--- src/hdl/kvt_pkg.sv ---
// Package for the key-value table: item and result structs, outcome codes
// and fixed field widths. No dependencies.
package kvt_pkg;

  localparam int KEY_BITS   = 64;
  localparam int VALUE_BITS = 64;
  localparam int CAP_BITS   = 5;
  localparam int SLOT_BITS  = 4;

  localparam logic [CAP_BITS-1:0] CAP_RESET = 5'd16;

  localparam logic [2:0] OUT_UPDATED   = 3'd0;
  localparam logic [2:0] OUT_INSERTED  = 3'd1;
  localparam logic [2:0] OUT_FULL      = 3'd2;
  localparam logic [2:0] OUT_FOUND     = 3'd3;
  localparam logic [2:0] OUT_NOT_FOUND = 3'd4;

  localparam logic ACT_SET = 1'b0;
  localparam logic ACT_GET = 1'b1;

  typedef struct packed {
    logic                  action;
    logic [KEY_BITS-1:0]   key;
    logic [VALUE_BITS-1:0] write_value;
  } in_item_t;

  typedef struct packed {
    logic [2:0]            outcome;
    logic [SLOT_BITS-1:0]  slot;
    logic [VALUE_BITS-1:0] read_value;
  } result_t;

endpackage

--- src/hdl/kvt_ram.sv ---
// Generic single-port-write, single-port-read RAM with a registered read.
// No dependencies.
module kvt_ram #(
  parameter int WIDTH = 64,
  parameter int DEPTH = 16
) (
  input  logic                                  clk,
  input  logic                                  we,
  input  logic [(DEPTH > 1 ? $clog2(DEPTH) : 1)-1:0] waddr,
  input  logic [WIDTH-1:0]                      wdata,
  input  logic                                  re,
  input  logic [(DEPTH > 1 ? $clog2(DEPTH) : 1)-1:0] raddr,
  output logic [WIDTH-1:0]                      rdata
);

  logic [WIDTH-1:0] mem [DEPTH];

  always_ff @(posedge clk) begin
    if (we) begin
      mem[waddr] <= wdata;
    end
    if (re) begin
      rdata <= mem[raddr];
    end
  end

endmodule

--- src/hdl/key_value_table_set_get.sv ---
// Key-value table with linear search over the filled slots, filled in order
// of first insertion. Keys and values live in two synchronous RAMs read at the
// same slot each cycle, so the scan compares one slot per cycle. An item taken
// when fill_count slots are filled produces its single result, on done, once the
// key is compared equal in slot h, or once all filled slots have been compared
// (with no compare for an empty table) when it is not; busy is high in between.
// The result is held for exactly one cycle and must be taken then. A set of a
// new key inserts it only while fill_count is below min(capacity, DEPTH).
// Depends on kvt_pkg and kvt_ram.
module key_value_table_set_get #(
  parameter int DEPTH       = 16,
  parameter int KEY_WIDTH   = 64,
  parameter int VALUE_WIDTH = 64
) (
  input  logic                                clk,
  input  logic                                rst,
  input  logic                                start,
  output logic                                busy,
  input  kvt_pkg::in_item_t                   item,
  input  logic                                cfg_we,
  input  logic [kvt_pkg::CAP_BITS-1:0]        cfg_wdata,
  output logic                                done,
  output kvt_pkg::result_t                    result
);

  localparam int AW = (DEPTH > 1) ? $clog2(DEPTH) : 1;
  localparam int FW = $clog2(DEPTH + 1);
  localparam int CW = (FW > kvt_pkg::CAP_BITS) ? FW : kvt_pkg::CAP_BITS;
  localparam int SW = (AW > kvt_pkg::SLOT_BITS) ? AW : kvt_pkg::SLOT_BITS;

  typedef enum logic {IDLE, SCAN} state_t;

  state_t                       state;
  logic [kvt_pkg::CAP_BITS-1:0] capacity;
  logic [FW-1:0]                fill_count;
  logic [FW-1:0]                issue_idx;
  logic                         pend_valid;
  logic [AW-1:0]                pend_idx;
  logic                         action_q;
  logic [KEY_WIDTH-1:0]         key_q;
  logic [VALUE_WIDTH-1:0]       value_q;

  logic [KEY_WIDTH-1:0]         key_rdata;
  logic [VALUE_WIDTH-1:0]       value_rdata;

  logic                         scanning;
  logic                         hit;
  logic                         miss;
  logic                         can_insert;
  logic                         rd_en;
  logic                         key_we;
  logic                         value_we;
  logic [AW-1:0]                fill_addr;
  logic [AW-1:0]                value_waddr;
  logic [SW-1:0]                hit_slot_wide;
  logic [SW-1:0]                fill_slot_wide;

  assign scanning   = (state == SCAN);
  assign hit        = scanning && pend_valid && (key_rdata == key_q);
  // Nothing left to read and the last compare (if any) did not match.
  assign miss       = scanning && !hit && (issue_idx >= fill_count);
  assign can_insert = (CW'(fill_count) < CW'(capacity)) && (CW'(fill_count) < CW'(DEPTH));
  assign rd_en      = scanning && (issue_idx < fill_count);
  assign fill_addr  = fill_count[AW-1:0];

  assign key_we      = miss && (action_q == kvt_pkg::ACT_SET) && can_insert;
  assign value_we    = (action_q == kvt_pkg::ACT_SET) && (hit || key_we);
  assign value_waddr = hit ? pend_idx : fill_addr;

  assign hit_slot_wide  = SW'(pend_idx);
  assign fill_slot_wide = SW'(fill_addr);

  assign busy = scanning;

  kvt_ram #(
    .WIDTH(KEY_WIDTH),
    .DEPTH(DEPTH)
  ) u_key_ram (
    .clk  (clk),
    .we   (key_we),
    .waddr(fill_addr),
    .wdata(key_q),
    .re   (rd_en),
    .raddr(issue_idx[AW-1:0]),
    .rdata(key_rdata)
  );

  kvt_ram #(
    .WIDTH(VALUE_WIDTH),
    .DEPTH(DEPTH)
  ) u_value_ram (
    .clk  (clk),
    .we   (value_we),
    .waddr(value_waddr),
    .wdata(value_q),
    .re   (rd_en),
    .raddr(issue_idx[AW-1:0]),
    .rdata(value_rdata)
  );

  always_ff @(posedge clk) begin
    if (rst) begin
      state      <= IDLE;
      capacity   <= kvt_pkg::CAP_RESET;
      fill_count <= '0;
      pend_valid <= 1'b0;
      done       <= 1'b0;
    end else begin
      done <= 1'b0;
      if (cfg_we) begin
        capacity <= cfg_wdata;
      end
      case (state)
        IDLE: begin
          if (start) begin
            action_q   <= item.action;
            key_q      <= item.key[KEY_WIDTH-1:0];
            value_q    <= item.write_value[VALUE_WIDTH-1:0];
            issue_idx  <= '0;
            pend_valid <= 1'b0;
            state      <= SCAN;
          end
        end
        SCAN: begin
          // The read issued this cycle is compared in the next one.
          pend_valid <= rd_en;
          pend_idx   <= issue_idx[AW-1:0];
          if (rd_en) begin
            issue_idx <= issue_idx + FW'(1);
          end
          if (hit || miss) begin
            state             <= IDLE;
            pend_valid        <= 1'b0;
            done              <= 1'b1;
            result.read_value <= '0;
            result.slot       <= '0;
            if (hit) begin
              result.slot <= hit_slot_wide[kvt_pkg::SLOT_BITS-1:0];
              if (action_q == kvt_pkg::ACT_SET) begin
                result.outcome <= kvt_pkg::OUT_UPDATED;
              end else begin
                result.outcome    <= kvt_pkg::OUT_FOUND;
                result.read_value <= kvt_pkg::VALUE_BITS'(value_rdata);
              end
            end else if (action_q == kvt_pkg::ACT_GET) begin
              result.outcome <= kvt_pkg::OUT_NOT_FOUND;
            end else if (can_insert) begin
              result.outcome <= kvt_pkg::OUT_INSERTED;
              result.slot    <= fill_slot_wide[kvt_pkg::SLOT_BITS-1:0];
              fill_count     <= fill_count + FW'(1);
            end else begin
              result.outcome <= kvt_pkg::OUT_FULL;
            end
          end
        end
        default: begin
          state <= IDLE;
        end
      endcase
    end
  end

endmodule

--- config.mk ---
export PLATFORM = sky130hd
export DESIGN_NAME = key_value_table_set_get
export DESIGN_NICKNAME = d
export VERILOG_FILES = /design/src/hdl/kvt_pkg.sv /design/src/hdl/kvt_ram.sv /design/src/hdl/key_value_table_set_get.sv
export SDC_FILE = /design/constraint.sdc
export NUM_CORES = 2
export LEC_CHECK = 0
export BUFFER_PORTS_ARGS = -buffer_cell sky130_fd_sc_hd__buf_2
export CORE_MARGIN = 2
export CORE_UTILIZATION = 31
export DETAILED_ROUTE_END_ITERATION = 7
export PLACE_DENSITY = 0.57
export SLEW_MARGIN = 15
export SYNTH_ARGS = -nofsm -noshare
export SYNTH_HDL_FRONTEND = slang
export SYNTH_SLANG_ARGS = --single-unit
--- constraint.sdc ---
create_clock -name clk -period 9.9 [get_ports clk]
set_clock_uncertainty 0.1 [all_clocks]
set_input_delay 0.99 -clock clk [delete_from_list [all_inputs] [get_ports clk]]
set_output_delay 0.99 -clock clk [all_outputs]
set_load 0.02 [all_outputs]
==> summary.md <==
| Metric | Value |
|---|---|
| Pwr Total | 0.0210 W |
| Mux cell area share after synthesis | 12.4% |
| Fill cells | 27200 |
| Root Driver | clkbuf_16 |
| Worst Path Class, Setup | reg2reg |
| Peak supply drop | 156 uV |
| Setup violators final | 0 |
| Worst slew pin tran | 1.21 ns |
| Pint | 0.0165 W |
| DR vias | 45000 |
| DRT iter0 DRCs | 4324 |
| Layout cells sized above 1 | 21.2% |
| Die X | ~550 um |
| Final WL | ~240 mm |
| Design Area, Final | 0.105 mm2 |
| I/O pin total | approximately 210 |
| Post-cts hold buffer count | 0 |
| Multi-input gate area | 0.0185 mm2 |
| Commonest non-fill, non-tap cell in the layout | edfxtp_1 |
| Hpwl dp | 125 mm |
| NetSw | around 0.0045 W |
| Max Cap Viol | 0 |
| Syn-to-layout area delta | 14.8% |
| CTS buffer count | 232 |
| Postcts setup bufs | 0 |
| Crit path launch type | flop |
| Vias in the first global route | 45900 |
| Leakage power | around 33 nW |
| Cells after Synth | about 4600 |
| Overall die area | between 0.2 and 0.3 mm2 |
| Post-synthesis adder-cell area fraction | 0.192% |
| Seq cells post-synth | 2398 |
| Clk sinks | 2398 |
| Via-to-Cell Ratio | 5.01 |
| Reg power frac | 54.2% |
| First drt pass iteration count | 5 |
| # nets final | 5027 |
| Synth Flop Type | edfxtp_1 |
| Slew Limit Fails | 0 |
| H-tree Lvls | 4 |
| Async S/R FF share, synth | 0% |
| Final Wtd Congestion | 0.773 |
| FMAX | approximately 190 MHz |
| CP required | 10.28 ns |
| Slowest-stage cell, CP | mux2i_4 |
| Avg Cell Area, Syn | approximately 20 um2 |
| # rows | 199 |
| Power density cells | 201 mW/mm2 |
| Clk buf depth | 4 |
| Global-route wire length before repair | 336 mm |
| Tot GR Track Use | 15.5% |
| Initial Util | 31.1% |
| DRC Markers | 0 |
| WP data arrival | approximately 5.7 ns |
| Synth Area in Simple Gates | 2.13% |
| Final min period | approximately 5.3 ns |
| Pre-CTS setup slack | 4.53 ns |
| Post-synth EDFFs | 2385 |
| Initial antenna violation count | 39 |
| Yosys warnings | 0 |
| Rel. slew slack | about a fifth |
| Worst path max stage delay | 0.89 ns |
| Post-route setup TNS | 0 ns |
| Critical path endpoint category | flop |
| CTS clk-pin slew, worst paths | about 0.06 ns |
| Synth cell types | 55 |
| Largest family of logic cells by synthesized area | multiplexers |
| Most used cells in the layout excluding fill and tap cells | edfxtp_1 (2385), mux2i_1 (392), o21ai_0 (259), mux4_2 (256), clkbuf_16 (235) |
| DIE HEIGHT | 546 um |
| Sequential share of the synthesized area | 78.9% |
| TritonCTS clock tree | done |
| Hold Fails Final Rpt | 0 |
| # port buffers | 210 |
| Synth Area in XOR/XNOR | less than 1% |
| Synth Cell Area | 0.0911 mm2 |
| Core Region | 0.293 mm2 |
| CTS-repair resized insts | 0 |
| Post-synth net total | 4720 |
| Worst hold path class | in2reg |
| Crit-path max FO | 44 |
| Largest net degree at the start of global routing | 134 |
| RSZ-0062 raised after global routing | no |
| Switching share of total power | between 20 and 25% |
| Sequential cell area | 0.0719 mm2 |
| Final worst path period share | 53.5% |
| Crit path cell chain | nor2b_1 > a2111oi_0 > o2111ai_1 > nor4_1 > and3b_2 > buf_4 > mux2i_4 > buf_4 |
| Clock Power Share | between 40% and 50% |
| Critical Path Most Common Cell | buf_4 |
| Placed cell area | 0.0973 mm2 |
| Final WS setup | approximately 4.6 ns |
| Post-synthesis compound-gate area fraction | 4.70% |
| Clk_lat worst skew | 0.87 ns |
| Average routed wire per standard cell | 26.3 um |
| Status | complete, no violations |
| GRT overflow | 0 |
| Post-detailed-route count of antenna-violating nets | 0 |
| Logic pwr share | 4.7% |
[path summary, 6_finish.rpt]
| check | startpoint | end | slack [ns] | cells past startpoint |
|---|---|---|---|---|
| worst max-delay path | key_q[35]$_DFFE_PP_ | u_value_ram.mem[7][17]$_DFFE_PP_ | 4.60 | 8 |
| worst min-delay path | item[63] | value_q[63]$_DFFE_PP_ | 0.18 | 1 |
| worst max register to register | key_q[35]$_DFFE_PP_ | u_value_ram.mem[7][17]$_DFFE_PP_ | 4.60 | 8 |
| worst min register to register | capacity[3]$_SDFFE_PP0P_ | capacity[3]$_SDFFE_PP0P_ | 0.40 | 2 |
[power groups by stage]
stage | clock (W) | combinational, W | sequential [W]
2_1_floorplan | 0 | 0.000613 | 0.0116
4_1_cts | 0.00882 | 0.00100 | 0.0114
6_report | 0.00865 | 0.000981 | 0.0114
3_3_place_gp | 0 | 0.000997 | 0.0116
3_5_place_dp | 0 | 0.000999 | 0.0116
5_1_grt | 0.00922 | 0.00106 | 0.0114
[routing by layer]
metal | global-route usage, % | routed length, um | vias up
met1 | 20.4 | 98500 | 23800
met3 | 2.44 | 13600 | 373
met4 | 4.13 | 6090 | 6
met2 | 26.5 | 119000 | 1452
li1 | - | - | 19400
met5 | 0 | 37 | -
[state kept, by name, indices dropped and copies added (netlist names)]
register and count:
action_q 1, busy 1, capacity 5, done 1, fill_count 5, hit_slot_wide 4, issue_idx 5, key_q 64
pend_valid 1, result 71, u_key_ram.mem 1024, u_key_ram.rdata 64, u_value_ram.mem 1024, u_value_ram.rdata 64, value_q 64
[stage by stage]
| stage | instances | utilization, % | hold WS, ns |
|---|---|---|---|
| 2_1_floorplan | 4568 | - | 0.352 |
| 3_3_place_gp | 8560 | 33.2 | 0.384 |
| 3_5_place_dp | 8560 | 33.2 | 0.391 |
| 4_1_cts | 8988 | 35.7 | 0.118 |
| 5_1_grt | 8991 | 35.7 | 0.140 |
| 6_report | 8996 | 35.7 | 0.183 |
[critical path, delay by kind of cell, from the launching register on]
family	cells	cell delay [ns]
compound gates	2	0.69
buf+inv	2	1.33
flops	1	0.72
mux	1	0.89
simple gates	3	1.08
[cell families after synthesis]
group / Yosys count
flip-flops: 2398
XOR/XNOR: 58
AO/OA/AOI/OAI: 674
AND/OR/NAND/NOR: 372
adder cells (fa/ha/maj): 14
buffers and inverters: 260
multiplexers: 792
[Yosys cell counts (12+ instances only)]
master / instances / area (um2)
a21oi_1: 133 / 666
a221oi_1: 128 / 1120
a22oi_1: 128 / 961
and2_1: 67 / 419
buf_1: 34 / 128
buf_2: 34 / 170
clkbuf_1: 168 / 631
dfxtp_1: 13 / 260
edfxtp_1: 2385 / 71600
ha_1: 14 / 175
inv_1: 21 / 78.8
mux2_2: 128 / 1440
mux2i_1: 408 / 4080
mux4_2: 256 / 5770
nand2_1: 160 / 601
nand4_1: 33 / 206
nor2_1: 20 / 75.1
nor2b_1: 12 / 75.1
nor4b_1: 16 / 140
o21ai_0: 259 / 1300
xnor2_1: 30 / 263
xor2_1: 28 / 245
[final cells by class]
type | count | area share (%)
Clock buffer | 286 | 5.80
Antenna cell | 8 | 0.0191
Clock inverter | 142 | 1.21
Tap cell | 3919 | 4.69
Sequential cell | 2398 | 68.7
Inverter | 22 | 0.0789
Multi-Input combinational cell | 1910 | 17.7
Timing Repair Buffer | 311 | 1.80
(Power assumes the default switching activity.)
